==> src/hdl/lrip_pkg.sv <==
// Package: shared types, constants and the angle table for the range image projection.
`default_nettype none
package lrip_pkg;
  localparam int ROWS = 16;
  localparam int ROW_W = 4;
  localparam int COLUMNS = 2048;
  localparam int COL_W = 11;
  localparam int CELL_W = ROW_W + COL_W;
  localparam int POS_W = 20;
  localparam int RANGE_W = 20;
  localparam int STR_W = 16;
  localparam int RING_W = 16;
  localparam int RATE_W = 5;
  localparam int MINR_W = 16;
  localparam int CFG_W = 16;
  localparam int RAM_W = 32;
  localparam int RAM_SEL_W = 5;
  localparam int RAM_DEPTH = ROWS * COLUMNS / RAM_W;
  localparam int RAM_AW = CELL_W - RAM_SEL_W;
  localparam int CORDIC_STEPS = 18;
  localparam int STEP_W = 5;
  localparam int PRESCALE = 16;
  localparam int CX_W = 40;
  localparam int ANG_W = 22;
  localparam int ANG_FRAC = 20;
  localparam int QUARTER_TURN = 262144;
  localparam int COL_SHIFT = ANG_FRAC - COL_W;
  localparam int SUM_W = 40;
  localparam int MSQ_W = 2 * MINR_W;
  localparam int MUL_W = POS_W + 1;

  localparam logic [2:0] REASON_KEPT = 3'd0;
  localparam logic [2:0] REASON_RING_RANGE = 3'd1;
  localparam logic [2:0] REASON_RING_SKIP = 3'd2;
  localparam logic [2:0] REASON_TOO_NEAR = 3'd3;
  localparam logic [2:0] REASON_CELL_TAKEN = 3'd4;

  localparam logic CFG_RATE = 1'b0;
  localparam logic CFG_MINR = 1'b1;

  typedef struct packed {
    logic frame_start;
    logic signed [POS_W-1:0] pos_x;
    logic signed [POS_W-1:0] pos_y;
    logic signed [POS_W-1:0] pos_z;
    logic [RING_W-1:0] ring_number;
    logic [STR_W-1:0] strength;
  } in_t;

  typedef struct packed {
    logic accepted;
    logic [2:0] reject_reason;
    logic [ROW_W-1:0] row;
    logic [COL_W-1:0] column;
    logic [CELL_W-1:0] cell_index;
    logic [RANGE_W-1:0] range_out;
    logic [STR_W-1:0] strength_out;
  } out_t;

  typedef struct packed {
    logic near;
    logic [RANGE_W-1:0] range;
  } mag_res_t;

  function automatic logic signed [ANG_W-1:0] angle_entry(input logic [STEP_W-1:0] i);
    logic signed [ANG_W-1:0] v;
    case (i)
      5'd0: v = 22'sd131072;
      5'd1: v = 22'sd77376;
      5'd2: v = 22'sd40884;
      5'd3: v = 22'sd20753;
      5'd4: v = 22'sd10417;
      5'd5: v = 22'sd5213;
      5'd6: v = 22'sd2607;
      5'd7: v = 22'sd1304;
      5'd8: v = 22'sd652;
      5'd9: v = 22'sd326;
      5'd10: v = 22'sd163;
      5'd11: v = 22'sd81;
      5'd12: v = 22'sd41;
      5'd13: v = 22'sd20;
      5'd14: v = 22'sd10;
      5'd15: v = 22'sd5;
      5'd16: v = 22'sd3;
      5'd17: v = 22'sd1;
      default: v = '0;
    endcase
    return v;
  endfunction
endpackage
`default_nettype wire

==> src/hdl/lrip_mag.sv <==
// Iterative 3-D magnitude: shared squarer, bitwise square root, near check.
`default_nettype none
module lrip_mag import lrip_pkg::*; (
  input  wire logic                    clk,
  input  wire logic                    rst,
  input  wire logic                    start,
  input  wire logic signed [POS_W-1:0] pos_x,
  input  wire logic signed [POS_W-1:0] pos_y,
  input  wire logic signed [POS_W-1:0] pos_z,
  input  wire logic [MINR_W-1:0]       min_range,
  output logic                         done,
  output mag_res_t                     res
);
  localparam int REM_W = RANGE_W + 4;
  typedef enum logic [1:0] {S_IDLE, S_MUL, S_ROOT, S_DONE} state_t;
  state_t state;
  logic [STEP_W-1:0] cnt;
  logic signed [MUL_W-1:0] opnd;
  logic signed [2*MUL_W-1:0] prod;
  logic [SUM_W-1:0] sum, shreg;
  logic [MSQ_W-1:0] msq;
  logic [REM_W-1:0] rem, remn, trial;
  logic [RANGE_W-1:0] root;

  always_comb begin
    case (cnt)
      5'd0: opnd = MUL_W'(pos_x);
      5'd1: opnd = MUL_W'(pos_y);
      5'd2: opnd = MUL_W'(pos_z);
      default: opnd = {{(MUL_W-MINR_W){1'b0}}, min_range};
    endcase
  end

  assign remn = {rem[REM_W-3:0], shreg[SUM_W-1 -: 2]};
  assign trial = {2'b00, root, 2'b01};

  always_ff @(posedge clk) begin
    if (rst) begin
      state <= S_IDLE;
      done <= 1'b0;
    end else begin
      done <= 1'b0;
      case (state)
        S_IDLE: begin
          if (start) begin
            cnt <= '0;
            sum <= '0;
            state <= S_MUL;
          end
        end
        S_MUL: begin
          prod <= opnd * opnd;
          if (cnt != '0 && cnt != 5'd4) begin
            sum <= sum + prod[SUM_W-1:0];
          end
          if (cnt == 5'd4) begin
            msq <= prod[MSQ_W-1:0];
            shreg <= sum;
            rem <= '0;
            root <= '0;
            cnt <= '0;
            state <= S_ROOT;
          end else begin
            cnt <= cnt + 1'b1;
          end
        end
        S_ROOT: begin
          if (remn >= trial) begin
            rem <= remn - trial;
            root <= {root[RANGE_W-2:0], 1'b1};
          end else begin
            rem <= remn;
            root <= {root[RANGE_W-2:0], 1'b0};
          end
          shreg <= {shreg[SUM_W-3:0], 2'b00};
          if (cnt == 5'(RANGE_W - 1)) begin
            state <= S_DONE;
          end
          cnt <= cnt + 1'b1;
        end
        S_DONE: begin
          res.range <= (rem > REM_W'(root) && root != '1) ? root + 1'b1 : root;
          res.near <= sum < SUM_W'(msq);
          done <= 1'b1;
          state <= S_IDLE;
        end
        default: state <= S_IDLE;
      endcase
    end
  end
endmodule
`default_nettype wire

==> config.mk <==
export PLATFORM = sky130hd
export DESIGN_NAME = lrip_mag
export DESIGN_NICKNAME = d
export VERILOG_FILES = /design/src/hdl/lrip_pkg.sv /design/src/hdl/lrip_mag.sv
export SDC_FILE = /design/constraint.sdc
export NUM_CORES = 1
export LEC_CHECK = 0
export BUFFER_PORTS_ARGS = -buffer_cell sky130_fd_sc_hd__buf_2
export CORE_ASPECT_RATIO = 1.4
export CORE_MARGIN = 4
export CORE_UTILIZATION = 55
export CTS_CLUSTER_DIAMETER = 200
export DETAILED_ROUTE_END_ITERATION = 10
export PLACE_DENSITY = 0.71
export SLEW_MARGIN = 20
export SYNTH_ARGS = -nofsm -noshare
export SYNTH_HDL_FRONTEND = slang
export SYNTH_SLANG_ARGS = --single-unit
==> constraint.sdc <==
create_clock -name clk -period 14.25 [get_ports clk]
set_input_delay 4.275 -clock clk [delete_from_list [all_inputs] [get_ports clk]]
set_output_delay 4.275 -clock clk [all_outputs]
set_load 0.01 [all_outputs]
**Yosys cells after proc, flatten, opt, wreduce, memory -nomap -nowiden**

Cells that the tools add are included.

- Flip-flop bits (word level): 225
- Input port bits: 79
- Output and inout bits: 22
- Logic and storage cells: 69

- Multiply operators: 1
- $add $sub $neg: 4
- Equal/unequal tests: 13
- Reductions and logical operators: 15
- Bitwise gates (word level): 1
- Magnitude comparators: 3
- Multiplexer cells: 21

Operators by type and width:

| cell | number |
|---|---|
| 40-bit one-hot mux with 2 select lines | 2 |
| 40-bit two-way mux | 3 |
| 21-bit one-hot mux with 3 select lines | 1 |
| 24-bit two-way mux | 2 |
| 24-bit one-hot mux with 2 select lines | 1 |
| 40-bit adder | 1 |
| 40-bit by 32-bit < comparator with 1-bit output | 1 |
| 21-bit by 21-bit multiplier with 40-bit output | 1 |
| 20-bit two-way mux | 2 |
| 20-bit one-hot mux with 2 select lines | 1 |
| 24-bit by 22-bit >= comparator with 1-bit output | 1 |
| 24-bit by 20-bit greater-than comparator with 1-bit output | 1 |
| 24-bit by 22-bit subtractor with 24-bit output | 1 |
| 20-bit by 1-bit adder with 20-bit output, second input constant | 1 |
| 20-bit inequality test, second input constant | 1 |
| 5-bit one-hot mux with 3 select lines | 1 |
| 3-bit AND reduction | 4 |
| 5-bit two-way mux | 2 |
| 2-bit inequality test, second input constant | 4 |
| 2-bit one-hot mux with 4 select lines | 1 |
| 2-bit two-way mux | 3 |
| 5-bit by 1-bit adder with 5-bit output, second input constant | 1 |
| 5-bit by 1-bit == test with 1-bit output, second input constant | 1 |
| 5-bit by 2-bit == test with 1-bit output, second input constant | 1 |
| other kinds (15) | 20 |

**Depth between registers and ports, before layout**

- Depth after elaboration: 4
- Mapped depth: 38

**Worst setup path before layout**

No wires, ideal clock.

- Path type: input to register
- Start point: input port pos_x[19]
- End point: register prod[39], data pin
- Cell stages on the path: 25
- Slack: 2.730 ns
- Data arrival time: 11.261 ns
- Required time: 13.990 ns
- Library setup time: 0.260 ns
- Cells stage by stage: a22oi_1 > and2_0 > clkbuf_1 > clkbuf_1 > nor2_1 > fa_1 > ha_1 > inv_1 > fa_1 > inv_1 > fa_1 > inv_1 > fa_1 > fa_1 > fa_1 > inv_1 > ha_1 > and4_1 > a221oi_1 > o21ai_1 > or3_1 > and4_1 > o21a_1 > nor2_1 > xnor2_1

- Word-level cells in the longest chain between the ends: 2

Ends and longest elaborated chain:

| what | RTL line | text |
|---|---|---|
| start, declared | lrip_mag.sv:7 | `input wire logic signed [POS_W-1:0] pos_x,` |
| 21-bit one-hot mux with 3 select lines | lrip_mag.sv:26 | `case (cnt)` |
| 21-bit by 21-bit multiplier with 40-bit output | lrip_mag.sv:52 | `prod <= opnd * opnd;` |
| end signal, assigned | lrip_mag.sv:52 |  |
| end, declared | lrip_mag.sv:19 | `logic signed [2*MUL_W-1:0] prod;` |

Every way passes these cells.
A chain may end at the register's enable or synchronous reset.

**Worst setup path after layout**

- Start point: input port pos_x[4]
- End point: register prod[38], data pin

Same word-level chain as after synthesis.

==> reports/results.tsv <==
stage	metric	value	unit
floorplanning	Die W	193	um
critical_path	Worst R2R Start	cnt[0]	
synth	Syn Inst Count	2588	
cells_and_area	Area Growth Syn to Fin	7.31	%
critical_path	Worst setup EP type	flop	
sta	Fmax	82.8	MHz
clocking	cts repair resizes	0	
clocking	CTS tree	done	
detailed_routing	drt first pass iters	5	
synth	fraction of the mapped netlist area in simple logic gates	10.8	%
placed_design	Port Buf Inserts	100	
clocking	CTS max path bufs	3	
placed_design	Detailed Place HPWL	49500	um
global_route	vias in the first global route	20114	
sta	Least-Margin Pin Slew	0.973	ns
synth	largest family of logic cells by synthesized area	adder cells	
hold_path	HP Class	reg -> reg	
detailed_routing	post-route ant nets	0	
detailed_routing	total routed wirelength	59500	um
clocking	Skew-Pair Late Insertion Delay	0.51	ns
synth	sequential share of the synthesized area	25.2	%
placed_design	GPL Wtd Cong	0.964	
sta	Min Clock Period, post-route	12.08	ns
synth	post-synth cell types	87	
synth	post-synthesis mux area share	1.82	%
floorplanning	Initial Utilization	55.9	%
synth	ys flop type	edfxtp_1	
clocking	Post-CTS Hold Buffers	0	
synth	Yosys reg bits	223	
clocking	clock sink total	223	
clocking	H-tree Lvls	1	
synth	synth cell count leaders	547 x inv_1, 391 x fa_1, 220 x edfxtp_1	
floorplanning	I/O pin total	101	
cells_and_area	n_diodes	0	
critical_path	Reg2Reg Depth	35	
global_route	antenna violations before repair	0	
clocking	Post-CTS Setup Inserts	0	
clocking	clock root buffer	clkbuf_16	
global_route	global-route wire length before repair	99500	um
cells_and_area	Filler Cell Count	4009	
critical_path	flop2flop setup slack	3.80	ns
sta	Hold Fails Final Rpt	0	
floorplanning	die height	267	um
cells_and_area	utilization after layout	60.0	%
job	Max Cap Violations	0	
hold_path	Hold EP	msq[13]	
detailed_routing	WL per Instance	18.0	um
critical_path	Setup Crit Path Kind	in -> reg	
detailed_routing	DR vias	18136	
critical_path	required time of the critical path	14.49	ns
sta	final setup fails	0	
cells_and_area	share of cells above drive strength 1	8.95	%
global_route	pin count of the biggest net entering global routing	86	
hold_path	HP Start	prod[13]	
synth	count leader, synth	inv_1	
synth	Yosys top cell area share	29.6	%
hold_path	hold path depth	0	
floorplanning	# rows	94	
sta	clk_skew	0.0118	ns
critical_path	Worst Path Max Fanout	12	
cells_and_area	Post-layout nets	3354	
critical_path	r2r endpoint	prod[38]	
floorplanning	core area	0.0473	sq mm
synth	Synthesized Nets	3273	
global_route	GRT overflow	0	
sta	unrepaired setup endpoints after global routing	false	
synth	Synth Area in Compound Gates	9.13	%
synth	Post-Syn Area	0.0264	sq mm
run_status	outcome	finished clean	
synth	warnings from Yosys	0	
global_route	total track usage	23.5	%
synth	post-synthesis adder-cell area fraction	39.8	%
critical_path	startpoint types	input pin	
synth	synth top area cells	fa_1 30%, edfxtp_1 25%, ha_1 10%	
critical_path	Worst EP arrival	12.32	ns
synth	synthesized area per cell	10.2	sq um
synth	number of synthesized flops with an enable pin	220	
sta	fin crit share	84.8	%
floorplanning	die area	0.0517	sq mm
synth	xor-xnor portion of the synthesized cell area	4.07	%
detailed_routing	DRC	0	
detailed_routing	via/cell ratio	5.48	
synth	Yosys top cell by area	fa_1	
detailed_routing	initial DRC count	1065	
sta	Rel. slew slack	35.2	%
clocking	total CTS buffers	21	
sta	Max Slew Vio Count	0	
sta	final setup TNS	0	ns
synth	Post-synth ARST share	0	%
clocking	clock slew seen by the registers of the worst setup and hold paths	0.06	ns
==> metal layers <==
layer  GRT usage (%)  wire (um)  up-vias  share of wire (%)
met1            27.5      23100     8949                 39
met4            10.4       3110        0                5.2
met5               0          0        -                  0
met3            2.16       2660      146                4.5
li1                -          -     8513                  -
met2            43.8      30700      528                 52
==> cell usage in the layout, fill, tap and decap left out, types with 12 or more instances in the layout <==
cell type	n
inv_1	547
fa_1	391
edfxtp_1	220
ha_1	214
nand2_1	196
nor2_1	162
buf_2	100
xnor2_1	87
a21oi_1	87
and2_1	81
a21o_1	54
o21ai_0	46
mux2_2	39
xor2_1	36
nor3_1	26
o21ai_1	26
nand3_1	25
buf_4	23
inv_2	21
clkbuf_16	21
o21a_1	18
nor2b_1	17
a211oi_1	17
a222oi_1	15
nand2b_1	13
or3_1	12
==> how the worst max path moves through the flow <==
stage / start / endpoint / slack (ns) / depth (start not counted)
after global placement: pos_z[5] / prod[38] / 1.65 / 27
after global routing: pos_x[4] / prod[38] / 1.87 / 27
after CTS: pos_z[5] / prod[38] / 2.01 / 27
after floorplan: pos_x[19] / prod[39] / 2.73 / 25
after detailed placement: pos_z[5] / prod[38] / 1.46 / 27
final: pos_x[4] / prod[38] / 2.17 / 27
==> through the flow <==
| step | std cells | hold slack (ns) | setup slack [ns] | cell area (sq um) |
|---|---|---|---|---|
| 4_1_cts | 3306 | 0.465 | 2.01 | 28300 |
| 2_1_floorplan | 2588 | 0.433 | 2.73 | 26400 |
| 3_5_place_dp | 3269 | 0.451 | 1.46 | 27600 |
| 6_report | 3307 | 0.460 | 2.17 | 28400 |
| 3_3_place_gp | 3269 | 0.447 | 1.65 | 27600 |
| 5_1_grt | 3307 | 0.474 | 1.87 | 28400 |
==> critical path: stages <==
cell and delay (ns):
buf_2 0.10, a222oi_1 0.70, nand2_1 0.12, o21a_1 0.25
inv_2 0.27, nor2_1 0.15, fa_1 0.51, inv_1 0.05
fa_1 0.51, inv_1 0.05, fa_1 0.46, fa_1 0.50
fa_1 0.51, fa_1 0.49, inv_1 0.05, fa_1 0.47
inv_1 0.04, ha_1 0.34, o21a_1 0.14, o21ai_0 0.39
a21oi_1 0.15, o2bb2ai_1 0.46, o311ai_1 0.29, o31ai_1 0.44
o21ai_1 0.13, o41ai_1 0.32, xnor2_1 0.14
==> layout make-up <==
type	count	area, sq um	share of cell area (%)
multi-input cells	1729	17400	61.3
flip-flops and latches	223	6670	23.5
inverters	570	2140	7.54
well taps	624	781	2.75
repair buffers	124	701	2.47
clock buffers	25	541	1.90
clock inverters	12	164	0.578
==> registers in the layout, indices dropped and copies added (netlist names) <==
name and count:
msq 31, prod 39, done 1, root 20
rem 24, sum 40, cnt 5, state 2
shreg 40, res 21
==> kinds of logic (layout without fill, tap and decap cells) <==
family	Yosys count	count (layout)
DFF	223	223
muxes	43	43
buffers and inverters	636	731
adders and majority gates	606	606
xor gates and xnor gates	123	123
and+or+nand+nor	599	599
AOI/OAI and AO/OA	358	358
Power is not shown: default switching activity piles up to over one toggle a cycle in this logic, so the estimate is an artifact.
