$ cat src/hdl/lrip_pkg.sv
// Package: shared types, constants and the angle table for the range image projection.
`default_nettype none
package lrip_pkg;
  localparam int ROWS = 16;
  localparam int ROW_W = 4;
  localparam int COLUMNS = 2048;
  localparam int COL_W = 11;
  localparam int CELL_W = ROW_W + COL_W;
  localparam int POS_W = 20;
  localparam int RANGE_W = 20;
  localparam int STR_W = 16;
  localparam int RING_W = 16;
  localparam int RATE_W = 5;
  localparam int MINR_W = 16;
  localparam int CFG_W = 16;
  localparam int RAM_W = 32;
  localparam int RAM_SEL_W = 5;
  localparam int RAM_DEPTH = ROWS * COLUMNS / RAM_W;
  localparam int RAM_AW = CELL_W - RAM_SEL_W;
  localparam int CORDIC_STEPS = 18;
  localparam int STEP_W = 5;
  localparam int PRESCALE = 16;
  localparam int CX_W = 40;
  localparam int ANG_W = 22;
  localparam int ANG_FRAC = 20;
  localparam int QUARTER_TURN = 262144;
  localparam int COL_SHIFT = ANG_FRAC - COL_W;
  localparam int SUM_W = 40;
  localparam int MSQ_W = 2 * MINR_W;
  localparam int MUL_W = POS_W + 1;

  localparam logic [2:0] REASON_KEPT = 3'd0;
  localparam logic [2:0] REASON_RING_RANGE = 3'd1;
  localparam logic [2:0] REASON_RING_SKIP = 3'd2;
  localparam logic [2:0] REASON_TOO_NEAR = 3'd3;
  localparam logic [2:0] REASON_CELL_TAKEN = 3'd4;

  localparam logic CFG_RATE = 1'b0;
  localparam logic CFG_MINR = 1'b1;

  typedef struct packed {
    logic frame_start;
    logic signed [POS_W-1:0] pos_x;
    logic signed [POS_W-1:0] pos_y;
    logic signed [POS_W-1:0] pos_z;
    logic [RING_W-1:0] ring_number;
    logic [STR_W-1:0] strength;
  } in_t;

  typedef struct packed {
    logic accepted;
    logic [2:0] reject_reason;
    logic [ROW_W-1:0] row;
    logic [COL_W-1:0] column;
    logic [CELL_W-1:0] cell_index;
    logic [RANGE_W-1:0] range_out;
    logic [STR_W-1:0] strength_out;
  } out_t;

  typedef struct packed {
    logic near;
    logic [RANGE_W-1:0] range;
  } mag_res_t;

  function automatic logic signed [ANG_W-1:0] angle_entry(input logic [STEP_W-1:0] i);
    logic signed [ANG_W-1:0] v;
    case (i)
      5'd0: v = 22'sd131072;
      5'd1: v = 22'sd77376;
      5'd2: v = 22'sd40884;
      5'd3: v = 22'sd20753;
      5'd4: v = 22'sd10417;
      5'd5: v = 22'sd5213;
      5'd6: v = 22'sd2607;
      5'd7: v = 22'sd1304;
      5'd8: v = 22'sd652;
      5'd9: v = 22'sd326;
      5'd10: v = 22'sd163;
      5'd11: v = 22'sd81;
      5'd12: v = 22'sd41;
      5'd13: v = 22'sd20;
      5'd14: v = 22'sd10;
      5'd15: v = 22'sd5;
      5'd16: v = 22'sd3;
      5'd17: v = 22'sd1;
      default: v = '0;
    endcase
    return v;
  endfunction
endpackage
`default_nettype wire

$ cat src/hdl/lrip_cordic.sv
// Iterative vectoring CORDIC giving the horizontal angle in 2^-20 turn.
`default_nettype none
module lrip_cordic import lrip_pkg::*; (
  input  wire logic                     clk,
  input  wire logic                     rst,
  input  wire logic                     start,
  input  wire logic signed [POS_W-1:0]  pos_x,
  input  wire logic signed [POS_W-1:0]  pos_y,
  output logic                          done,
  output logic signed [ANG_W-1:0]       angle
);
  typedef enum logic [1:0] {S_IDLE, S_RUN, S_DONE} state_t;
  state_t state;
  logic signed [CX_W-1:0] cx, cy, cx0, cy0, dx, dy;
  logic signed [ANG_W-1:0] z;
  logic [STEP_W-1:0] cnt;
  logic is_zero;

  assign cx0 = {{(CX_W-POS_W-PRESCALE){pos_y[POS_W-1]}}, pos_y, {PRESCALE{1'b0}}};
  assign cy0 = {{(CX_W-POS_W-PRESCALE){pos_x[POS_W-1]}}, pos_x, {PRESCALE{1'b0}}};
  assign dx = cy >>> cnt;
  assign dy = cx >>> cnt;

  always_ff @(posedge clk) begin
    if (rst) begin
      state <= S_IDLE;
      done <= 1'b0;
    end else begin
      done <= 1'b0;
      case (state)
        S_IDLE: begin
          if (start) begin
            is_zero <= (pos_x == '0) && (pos_y == '0);
            cnt <= '0;
            if (pos_y[POS_W-1]) begin
              if (!pos_x[POS_W-1]) begin
                cx <= cy0;
                cy <= -cx0;
                z <= ANG_W'(QUARTER_TURN);
              end else begin
                cx <= -cy0;
                cy <= cx0;
                z <= -ANG_W'(QUARTER_TURN);
              end
            end else begin
              cx <= cx0;
              cy <= cy0;
              z <= '0;
            end
            state <= S_RUN;
          end
        end
        S_RUN: begin
          if (!cy[CX_W-1]) begin
            cx <= cx + dx;
            cy <= cy - dy;
            z <= z + angle_entry(cnt);
          end else begin
            cx <= cx - dx;
            cy <= cy + dy;
            z <= z - angle_entry(cnt);
          end
          if (cnt == STEP_W'(CORDIC_STEPS - 1)) begin
            state <= S_DONE;
          end
          cnt <= cnt + 1'b1;
        end
        S_DONE: begin
          angle <= is_zero ? '0 : z;
          done <= 1'b1;
          state <= S_IDLE;
        end
        default: state <= S_IDLE;
      endcase
    end
  end
endmodule
`default_nettype wire

$ cat config.mk
export PLATFORM = sky130hd
export DESIGN_NAME = lrip_cordic
export DESIGN_NICKNAME = d
export VERILOG_FILES = /design/src/hdl/lrip_pkg.sv /design/src/hdl/lrip_cordic.sv
export SDC_FILE = /design/constraint.sdc
export NUM_CORES = 1
export LEC_CHECK = 0
export BUFFER_PORTS_ARGS = -buffer_cell sky130_fd_sc_hd__buf_4
export CELL_PAD_IN_SITES_DETAIL_PLACEMENT = 1
export CELL_PAD_IN_SITES_GLOBAL_PLACEMENT = 1
export CORE_MARGIN = 2
export CORE_UTILIZATION = 29
export CTS_BUF_LIST = sky130_fd_sc_hd__clkbuf_16
export CTS_CLUSTER_DIAMETER = 60
export DETAILED_ROUTE_END_ITERATION = 6
export GPL_TIMING_DRIVEN = 0
export HOLD_SLACK_MARGIN = 0.15
export PLACE_DENSITY = 0.59
export SLEW_MARGIN = 10
export SYNTH_ARGS = -nofsm -noshare
export SYNTH_HDL_FRONTEND = slang
export SYNTH_SLANG_ARGS = --single-unit
$ cat constraint.sdc
create_clock -name clk -period 16.3 [get_ports clk]
set_clock_uncertainty 0.05 [all_clocks]
set_input_delay 2.445 -clock clk [delete_from_list [all_inputs] [get_ports clk]]
set_output_delay 2.445 -clock clk [all_outputs]
set_load 0.02 [all_outputs]
Yosys cells after proc, flatten, opt, wreduce, memory -nomap -nowiden
Memories as Yosys holds them, arrays and structs flattened. A register that Yosys moved wholly into a read port is not among the register bits.
Index checks and enable logic that the tools add are counted.
Cells by class
  multiplexer cells: 29
  bitwise operators: 1
  shift operators: 2
  eq/ne operators: 5
  reductions and logical operators: 9
  $add $sub $neg: 9
Operators with widths (number)
  $mux 40: 8
  $mux 22: 10
  $pmux 40 s2: 2
  $add 40x40->40: 2
  $neg 36->40: 2
  $sshr 40x5->40: 2
  $sub 40x40->40: 2
  $pmux 22 s2: 1
  $logic_not 20->1: 2
  $add 22x22->22: 1
  $sub 22x22->22: 1
  $mux 5: 3
  $pmux 5 s2: 1
  $reduce_and 3->1: 2
  $add 5x1->5 const B: 1
  $eq 5x5->1 const B: 1
  $mux 2: 2
  $ne 2x2->1 const B: 2
  $pmux 2 s2: 1
  $reduce_and 2->1: 2
  $eq 2x1->1 const B: 1
  $eq 2x2->1 const B: 1
  $logic_not 2->1: 1
  $reduce_bool 2->1: 1
  3 further kinds: 3
Storage, ports and cells
  output and inout port bits: 23
  register bits: 133
  memories kept: 2
  bits of input ports: 43
  logic and storage cells: 65
  memory bits (read-only): 1152
Memory list
  (no name shown): words 32, width 18, read ports 1, clocked after memory_dff 1, wr ports 0, RTL line lrip_pkg.sv:67  | case (i)
  (no name shown): words 32, width 18, read ports 1, clocked after memory_dff 1, wr ports 0, RTL line lrip_pkg.sv:67

Longest topological paths before layout
Gate-level depths: netlist of run 1.
  word-level depth: 6
  gate-level depth with buffers: 29
  gate-level depth less buffers: 23

Worst setup path before layout of run 1
OpenSTA, ideal clock, no wires.
  path kind: in2reg
  start: input rst
  end: register (tool-made name)
  setup time: 0.074 ns
  data arrival time: 6.436 ns
  path slack: 9.740 ns
  required time: 16.176 ns
  path buffers: 0
  stages: 9
  cell sequence: nor2_1 -> o21ai_1 -> inv_1 -> a21boi_0 -> ha_1 -> nor2_1 -> a21oi_1 -> or3_1 -> o21ai_0
RTL lines
  start: declaration: RTL line lrip_cordic.sv:5  | input wire logic rst,

Worst setup path after layout of run 1
  start: register cnt[1]
  end: register cx[32] (data pin)
On the way
  cells in the longest elaborated chain, start to end: 4
  elaborated cells on any way between the ends: 5
  classes of those cells: add/sub (2); shift (1); mux (2)
Ends and longest elaborated chain
  start: declaration: RTL line lrip_cordic.sv:16  | logic [STEP_W-1:0] cnt;
  start signal: assignment: RTL line lrip_cordic.sv:66  | cnt <= cnt + 1'b1;
  $sshr 40x5->40 (*): RTL line lrip_cordic.sv:21  | assign dx = cy >>> cnt;
  $add 40x40->40 / $sub 40x40->40 (equally long branches): RTL line lrip_cordic.sv:55, lrip_cordic.sv:59
  $mux 40 (*): RTL line lrip_cordic.sv:54  | if (!cy[CX_W-1]) begin
  $pmux 40 s2 (*): RTL line lrip_cordic.sv:30  | case (state)
  end signal: assignment: RTL line lrip_cordic.sv:37  | cx <= cy0;
  end signal: assignment: RTL line lrip_cordic.sv:55  | cx <= cx + dx;
  end signal: assignment: RTL line lrip_cordic.sv:59  | cx <= cx - dx;
  end: declaration: RTL line lrip_cordic.sv:14  | logic signed [CX_W-1:0] cx, cy, cx0, cy0, dx, dy;
Every way passes the cells marked *; elsewhere a longest branch is shown, timed or not.
A chain may end at the register's enable or synchronous reset.

==> results.toml, run 1 <==
[sta]
worst_pin_slew_ns = 1.34
timing.final.crit_share = 0.569
hold_violations = 0
final-setup-viol-count = 0
slew_viol_final = 0
fin_crit_ns = 9.27
rsz0062_at_grt = "false"
slew_headroom = 0.107
finalSetupTns_ns = 0
fmax_mhz = 108

[cts]
cts_tree = "built"
cts_resized = 0
cts_buffers = 17
cts_root_buf = "clkbuf_16"
postCtsHoldBufs = 0
htreeDepth = 4
clock_sinks = 151
clk_latency_ns = 0.52
cts_buffer_depth = 2
cts_setup_buffers = 0
clk_pin_slew_ns = 0.08

[synthesis]
ys.flop_type = "edfxtp_1"
synth_area_per_cell_um2 = 8.65
synth_edf_count = 130
yosysWarnings = 0
postSynthCellCount = 2409
async_reset_ff_frac = 0
synth_nets = 2568
syn_area_um2 = 20800
synth_cell_types = 114
synth.yosys.seq_area_share = 0.207
synth_area_leader_cell = "edfxtp_1"
netlist.area_leader.share = 0.187
ys_top_cells_by_area = "edfxtp_1, mux4_2, ha_1, mux2i_1, xnor2_1"
ys_ff_latch = 151

[run_status]
status = "completed"

[drt]
wl_per_cell_um = 34.3
wl_um = 119000
drtIter0Drc = 2138
vias = 21506
drt-met1-wl_um = 52200
drc = 0
via_per_inst = 6.21
routed-wl-met3_um = 7890
ant_nets = 0
firstDrtPassIters = 6
met2_wirelength_um = 52500
highest_layer = "met5"

[power_and_ir_drop]
p_leak_nw = 8.75
power_mw = 2.66
p_int_mw = 1.31
switching_share = 0.509
p_seq_frac = 0.224
p_comb_frac = 0.608
power.density_nw_per_um2 = 115
p_sw_mw = 1.36
clkPwrFrac = 0.168
ir_drop_mv = 0.0609

[setup_path]
end_kind = "flop"
crit_type = "flop to flop"
crit_fanout = 10
start_kind = "flop"
worstPathArrival_ns = 9.47
cp.required_ns = 16.50

[final_layout]
fill_cells = 8446
area_growth_pct = 11.4
layout_commonest_cell = "nor2_1"
drive_above_1_share = 0.145
layout_common_cells = "nor2_1, nand2_1, a21oi_1"
nets = 2656

[floorplanning]
initial_core_util = 0.292
die_h_um = 272
fp-row-count = 98
die-area_um2 = 74000
placeableCoreArea_um2 = 71400
dieWidth_um = 272
ioPinCount = 66

[grt]
grt_use_total = 0.317
grt_pass1_vias = 21682
grt_max_degree = 65
grt_overflow = 0
grt_antenna_before_repair = 9
grt_pass1_wl_um = 167000

[placed_design]
io_buffer_count = 65
gp_congestion = 0.983
dp_hpwl_um = 94000

[job]
maxCapViolations = 0

[hold_path]
min_path_type = "flop to flop"
[synthesized netlist by cell type (16+ instances only)]
cell / count
a211o_1: 16
a211oi_1: 33
a21o_1: 42
a21oi_1: 170
a31oi_1: 30
and2_1: 25
buf_1: 17
buf_2: 21
buf_6: 27
clkbuf_1: 67
dfxtp_1: 21
edfxtp_1: 130
ha_1: 113
inv_1: 56
mux2_2: 70
mux2i_1: 105
mux4_2: 67
nand2_1: 175
nand2b_1: 33
nand3_1: 63
nand4_1: 19
nor2_1: 226
nor2b_1: 46
nor3_1: 66
nor4_1: 16
o211ai_1: 46
o21a_1: 25
o21ai_0: 129
o22ai_1: 44
o31ai_1: 16
or3_1: 22
xnor2_1: 102
xor2_1: 86
[worst paths after layout]
kind                            endpoint     start  depth (start not counted)  slack (ns)
worst min-delay path                done  state[1]                          1        0.51
worst min register to register      done  state[1]                          1        0.51
worst max-delay path              cx[32]    cnt[1]                         23        7.03
worst max register to register    cx[32]    cnt[1]                         23        7.03
[through the flow]
step	setup slack [ns]	cells	hold WS, ns	utilization	cell area [um2]
final	7.03	3461	0.514	0.325	23200
after global routing	6.88	3460	0.547	0.325	23200
after CTS	7.23	3460	0.527	0.325	23200
after detailed placement	7.28	3428	0.508	0.317	22600
after global placement	6.66	3424	0.492	0.316	22500
after floorplan	9.74	2409	0.442	-	20800
[cell families (layout without fill, tap and decap cells)]
logic type	after synthesis	in the layout	share of synthesized area
simple gates	785	785	0.189
compound gates	708	708	0.226
mux	255	255	0.173
buf+inv	205	306	0.0534
xor+xnor	189	189	0.0801
flops	151	151	0.207
fa+ha+maj	116	116	0.0707
other cells	0	1	0
[per-layer routing]
| metal | track usage | up-vias |
|---|---|---|
| met1 | 0.425 | 11014 |
| met2 | 0.494 | 907 |
| li1 | - | 9348 |
| met5 | 0 | - |
| met4 | 0.148 | 4 |
| met3 | 0.0555 | 233 |
[power by group through the flow]
stage / sequential [mW] / combinational (mW) / clock [mW]
2_1_floorplan: 0.535 / 1.09 / 0
3_3_place_gp: 0.598 / 1.55 / 0
3_5_place_dp: 0.597 / 1.58 / 0
4_1_cts: 0.589 / 1.59 / 0.457
5_1_grt: 0.596 / 1.74 / 0.465
6_report: 0.597 / 1.62 / 0.449
[layout make-up]
cell class,instances,area (um2),share of cell area
Clock inverter,15,201,0.00867
Multi-Input combinational cell,2053,15400,0.664
Tap cell,950,1190,0.0512
Timing Repair Buffer,69,538,0.0232
Clock buffer,17,425,0.0183
Sequential cell,151,4320,0.186
Buffer,146,896,0.0386
Inverter,59,226,0.00975
Antenna cell,1,2.50,0.000108
[worst max-delay path, stage by stage, from the launching register on]
cell and delay (ns):
edfxtp_1 0.59, buf_2 0.26, inv_1 0.16, buf_2 0.38, buf_2 0.45, buf_2 0.62, buf_2 0.47, mux2i_1 0.57
a221o_1 0.38, o2111ai_1 0.26, nor4_4 0.88, a21oi_1 0.28, xor2_1 0.22, ha_1 0.37, a21o_1 0.21, a21o_1 0.18
a21oi_1 0.24, nor3b_1 0.53, o211ai_1 0.39, nand4_1 0.29, nand3_1 0.24, a31oi_1 0.30, mux2i_1 0.10, or4_1 0.52
Power figures use the tool's default switching activity.
==> run 2: changes to the inputs <==
--- a/config.mk
+++ b/config.mk
@@ -5,6 +5,7 @@
 export SDC_FILE = /design/constraint.sdc
 export NUM_CORES = 1
 export LEC_CHECK = 0
+export ABC_AREA = 1
 export BUFFER_PORTS_ARGS = -buffer_cell sky130_fd_sc_hd__buf_4
 export CELL_PAD_IN_SITES_DETAIL_PLACEMENT = 1
 export CELL_PAD_IN_SITES_GLOBAL_PLACEMENT = 1
@@ -15,7 +16,7 @@
 export DETAILED_ROUTE_END_ITERATION = 6
 export GPL_TIMING_DRIVEN = 0
 export HOLD_SLACK_MARGIN = 0.15
-export PLACE_DENSITY = 0.59
+export PLACE_DENSITY = 0.65
 export SLEW_MARGIN = 10
 export SYNTH_ARGS = -nofsm -noshare
 export SYNTH_HDL_FRONTEND = slang
==> constraint.sdc (replaced) <==
create_clock -name clk -period 8.2 [get_ports clk]
set_clock_uncertainty 0.05 [all_clocks]
set_input_delay 1.23 -clock clk [delete_from_list [all_inputs] [get_ports clk]]
set_output_delay 1.23 -clock clk [all_outputs]
set_load 0.02 [all_outputs]
==> run 2 against run 1 <==
Flip-flop and latch count unchanged. Clock power grew 96%. Via count up 11%. Non-clock buffer count decreased by 19. Design area decreased by 4.1%. Worst setup slack got worse by 6.5 ns. Largest power group unchanged.
==> results.toml, run 2 <==
[run_status]
status = "completed"

[drt]
drc = 0
wl_um = 105000
firstDrtPassIters = 5
drtIter0Drc = 2358
vias = 23972
ant_nets = 0
wl_per_cell_um = 24.5
via_per_inst = 5.62

[synthesis]
ys_ff_latch = 151
syn_area_um2 = 20000
synth_area_per_cell_um2 = 6.08
ys_top_cells_by_area = "edfxtp_1, nand2_1, nand3_1, ha_1, nor2_1"
netlist.area_leader.share = 0.195
synth_area_leader_cell = "edfxtp_1"
synth.most_common_cell = "nand2_1"
async_reset_ff_frac = 0
synthTopCellsByCount = "nand2_1, nand3_1, nor2_1"
ys.flop_type = "edfxtp_1"
synth.yosys.seq_area_share = 0.216
synth_nets = 3445
postSynthCellCount = 3286
synth_cell_types = 60
synth_edf_count = 130
yosysWarnings = 0

[grt]
grt_overflow = 0
grt_use_total = 0.294
grt_pass1_vias = 23506
grt_max_degree = 67
grt_pass1_wl_um = 154000
grt_antenna_before_repair = 2

[setup_path]
crit_chain = "clkbuf_1, clkbuf_1, clkinv_1, clkbuf_1, clkbuf_1, nand2_1, o21ai_0, inv_1, ha_1, nand2_1, o21ai_0, a21oi_1, o21ai_0, a21oi_1, o21ai_0, nand3_1, nand3_1, o21ai_0, a21oi_1"
cp.required_ns = 8.51
r2r-start = "cy[39]"
worstPathArrival_ns = 7.99
critPathBufInv = 6
cp-startpoint = "cy[39]"
start_kind = "flop"
end_kind = "flop"
crit_fanout = 10
critPathTopFamily = "buffers and inverters"
rrSetupSlack_ns = 0.52
reg2regPathDepth = 19
critPathMostFrequentCell = "o21ai_0"
crit_type = "flop to flop"
worst-path-stages = 19
slowest_delay_ns = 0.94
slowest_stage = "clkbuf_1"

[hold_path]
min_path_type = "flop to flop"
worstHoldStart = "state[0]"
whs_path_depth = 1

[job]
maxCapViolations = 0

[final_layout]
layout_common_cells = "nand2_1, nand3_1, nor2_1"
drive_above_1_share = 0.0700
n_antenna_cell = 0
fill_cells = 9089
layout_commonest_cell = "nand2_1"
nets = 3532
area_growth_pct = 11.4
multi_input_area_um2 = 13900
seqCellArea_um2 = 4320

[placed_design]
dp_hpwl_um = 86100
io_buffer_count = 65
gp_congestion = 1.04

[cts]
cts_setup_buffers = 0
cts_tree = "built"
postCtsHoldBufs = 0
htreeDepth = 4
clk_pin_slew_ns = 0.08
cts_buffer_depth = 2
clk_latency_ns = 0.52
cts_buffers = 17
clock_sinks = 151
cts_resized = 0
cts_root_buf = "clkbuf_16"

[sta]
finalSetupTns_ns = 0
worst_pin_slew_ns = 1.42
fmax_mhz = 130
fin_crit_ns = 7.68
slew_viol_final = 0
rsz0062_at_grt = "false"
final-setup-viol-count = 0
slew_headroom = 0.0423
hold_violations = 0
timing.final.crit_share = 0.937

[floorplanning]
ioPinCount = 66
die_h_um = 267
die-area_um2 = 71100
dieWidth_um = 267
initial_core_util = 0.292
fp-row-count = 96
placeableCoreArea_um2 = 68500

[power_and_ir_drop]
power_mw = 4.65
power.density_nw_per_um2 = 209
ir_drop_mv = 0.173
p_leak_nw = 10.2
[run 2: cell count changes in the layout (fill, tap and decap cells not counted), moves of 33 or more]
cell,before,now
inv_1,55,282
xnor2_1,102,37
o21ai_0,129,199
o22ai_1,44,1
nor2_1,226,327
nand2_1,175,957
nand3_1,63,454
mux4_2,67,0
mux2_2,70,0
nor2b_1,46,0
a21oi_1,170,235
mux2i_1,105,1
nor3_1,66,29
nand2b_1,33,0
[run 2: power breakdown]
group	switching (mW)	internal [mW]
logic	1.93	0.795
registers	0.110	0.942
clock network	0.464	0.415
[run 2: worst register-to-register path, cell delays in order, from the launching register on]
cell and delay (ns):
edfxtp_1 0.33, clkbuf_1 0.39, clkbuf_1 0.94, clkinv_1 0.93, clkbuf_1 0.69, clkbuf_1 0.55
nand2_1 0.15, o21ai_0 0.15, inv_1 0.12, ha_1 0.12, nand2_1 0.06, o21ai_0 0.92
a21oi_1 0.28, o21ai_0 0.41, a21oi_1 0.23, o21ai_0 0.61, nand3_1 0.20, nand3_1 0.15
o21ai_0 0.08, a21oi_1 0.18
[run 2: cell families after synthesis]
| kind of cell | synth area share |
|---|---|
| AND/OR/NAND/NOR | 0.402 |
| multiplexers | 0.000501 |
| AO/OA/AOI/OAI | 0.170 |
| buffers and inverters | 0.0899 |
| flip-flops | 0.216 |
| adder cells (fa/ha/maj) | 0.0737 |
| XOR/XNOR | 0.0478 |
[run 2: final cells by class]
cell class	instances	area share
Buffer	128	0.0305
Clock buffer	17	0.0191
Clock inverter	15	0.00882
Inverter	298	0.0506
Multi-Input combinational cell	2709	0.623
Sequential cell	151	0.194
Tap cell	882	0.0496
Timing Repair Buffer	68	0.0240
[run 2: per-layer routing]
layer	wire (um)	part of all wire	vias up	track usage
met3	7410	0.071	183	0.0495
met2	44500	0.43	912	0.448
met1	46800	0.45	11606	0.397
met5	0	0	-	0
met4	5850	0.056	0	0.150
li1	-	-	11271	-
[run 2: worst paths after layout]
| path | end |
|---|---|
| worst max-delay path | cx[37] |
| worst min register to register | done |
| worst min-delay path | done |
| worst max register to register | cx[37] |
[run 2: stage by stage]
step / cell area [um2] / std cells / setup WS, ns / utilization / hold slack (ns)
2_1_floorplan: 20000 / 3286 / 3.89 / - / 0.372
3_3_place_gp: 21600 / 4233 / 0.747 / 0.315 / 0.421
3_5_place_dp: 21600 / 4236 / 0.795 / 0.316 / 0.441
4_1_cts: 22300 / 4268 / 0.763 / 0.325 / 0.456
5_1_grt: 22300 / 4268 / 0.292 / 0.325 / 0.484
6_report: 22300 / 4268 / 0.518 / 0.325 / 0.444
==> run 3: changes to the inputs <==
--- a/config.mk
+++ b/config.mk
@@ -9,9 +9,9 @@
 export BUFFER_PORTS_ARGS = -buffer_cell sky130_fd_sc_hd__buf_4
 export CELL_PAD_IN_SITES_DETAIL_PLACEMENT = 1
 export CELL_PAD_IN_SITES_GLOBAL_PLACEMENT = 1
+export CORE_ASPECT_RATIO = 0.8
 export CORE_MARGIN = 2
 export CORE_UTILIZATION = 29
-export CTS_BUF_LIST = sky130_fd_sc_hd__clkbuf_16
 export CTS_CLUSTER_DIAMETER = 60
 export DETAILED_ROUTE_END_ITERATION = 6
 export GPL_TIMING_DRIVEN = 0
==> run 3 against run 2 <==
Fmax about the same. Sequential power about the same. Power up 1.5%. Worst setup slack worse by 0.0018 ns. Largest cell class unchanged.
==> results.toml, run 3 (same netlist as run 2, synthesis figures left out) <==
[sta]
timing.final.crit_share = 0.937
worst_pin_slew_ns = 1.36
slew_headroom = 0.0924
rsz0062_at_grt = "false"
finalSetupTns_ns = 0
slew_viol_final = 0
fmax_mhz = 130
hold_violations = 0
timing.hold.ws_ns = 0.424
final-setup-viol-count = 0
fin_crit_ns = 7.68

[setup_path]
reg2regPathDepth = 19
r2r-start = "cy[39]"
rrSetupSlack_ns = 0.52
end_kind = "flop"
slowest_delay_ns = 0.99
crit_type = "flop to flop"
start_kind = "flop"
worstPathArrival_ns = 7.88
r2r-end = "cx[25]"
cp.required_ns = 8.40
slowest_stage = "clkbuf_1"
crit_chain = "clkbuf_1, clkbuf_1, clkinv_1, clkbuf_1, clkbuf_1, nand2_1, o21ai_0, inv_1, ha_1, nand2_1, o21ai_0, a21oi_1, o21ai_0, a21oi_1, inv_1, a21oi_1, o21bai_1, o21ai_0, nand2_1"
crit_fanout = 10

[cts]
clock_sinks = 151
postCtsHoldBufs = 0
cts_buffers = 17
htreeDepth = 4
cts_tree = "built"
clk_latency_ns = 0.52
cts_setup_buffers = 0
cts_root_buf = "clkbuf_16"
cts_buffer_depth = 2
cts_resized = 0
clk_pin_slew_ns = 0.07

[hold_path]
min_path_type = "flop to flop"
hold_path_end = "done"
whs_path_depth = 1
worstHoldStart = "state[0]"

[final_layout]
layout_common_cells = "nand2_1, nand3_1, nor2_1"
fin_util = 0.325
area_growth_pct = 11.5
drive_above_1_share = 0.0700
fill_cells = 9041
nets = 3532
layout_commonest_cell = "nand2_1"

[power_and_ir_drop]
p_seq_frac = 0.222
switching_share = 0.539
p_sw_mw = 2.55
ir_drop_mv = 0.177
clkPwrFrac = 0.184
p_comb_frac = 0.594
p_int_mw = 2.17
power_mw = 4.72
power.density_nw_per_um2 = 212
p_leak_nw = 10.2

[floorplanning]
die-area_um2 = 71100
fp-row-count = 86
dieWidth_um = 298
ioPinCount = 66
initial_core_util = 0.292
die_h_um = 239
placeableCoreArea_um2 = 68500

[grt]
grt_overflow = 0
grt_max_degree = 67
grt_pass1_vias = 23054
grt_use_total = 0.303
grt_antenna_before_repair = 2
grt_pass1_wl_um = 158000

[drt]
via_per_inst = 5.68
ant_nets = 0
drtIter0Drc = 2969
firstDrtPassIters = 5
vias = 24489
wl_um = 109000
drc = 0
wl_per_cell_um = 25.3

[run_status]
status = "completed"

[job]
maxCapViolations = 0

[placed_design]
dp_hpwl_um = 90300
io_buffer_count = 65
gp_congestion = 1.06
==> run 3: worst max-delay path by stage <==
stage | start | end
floorplan | start | flop
global placement | cy[39] | cx[33]
detailed placement | cy[39] | cx[33]
CTS | cy[39] | cx[33]
global route | cy[39] | cx[33]
finish | cy[39] | cx[25]
==> run 3: critical path: cells and delay by family, from the launching register on <==
| kind | cells | cell delay (ns) |
|---|---|---|
| buffers and inverters | 7 | 3.79 |
| adders and majority gates | 1 | 0.23 |
| DFF | 1 | 0.32 |
| and+or+nand+nor | 3 | 0.33 |
| AOI/OAI and AO/OA | 8 | 2.68 |
==> run 3: per-stage QoR <==
step / instance area, um2 / instances / setup slack [ns]
after floorplan: 20000 / 3286 / 3.89
after global placement: 21600 / 4275 / 0.915
after detailed placement: 21700 / 4278 / 0.876
after CTS: 22300 / 4310 / 0.886
after global routing: 22300 / 4310 / 0.284
final: 22300 / 4311 / 0.516
==> run 3: layer usage <==
layer | up-vias | global-route usage | wire length (um)
li1 | 11260 | - | -
met3 | 151 | 0.0850 | 11700
met4 | 5 | 0.101 | 3730
met1 | 11861 | 0.457 | 53100
met2 | 1212 | 0.402 | 40500
met5 | - | 0 | 108
==> run 3: area by class of cell <==
class,instances,area (um2),area share
sequential,151,4320,0.194
multi-input combinational,2709,13900,0.623
clock inverter,15,169,0.00758
antenna,1,2.50,0.000112
buffer,128,678,0.0304
clock buffer,17,425,0.0191
timing repair buffer,68,531,0.0238
inverter,298,1130,0.0505
tap,924,1160,0.0519
==> run 3: power groups by stage <==
| stage | logic (mW) | clock network [mW] | registers [mW] |
|---|---|---|---|
| after global routing | 3.04 | 0.910 | 1.05 |
| after global placement | 2.65 | 0 | 1.06 |
| after floorplan | 1.78 | 0 | 0.997 |
| final | 2.80 | 0.870 | 1.05 |
| after CTS | 2.71 | 0.885 | 1.04 |
| after detailed placement | 2.69 | 0 | 1.06 |
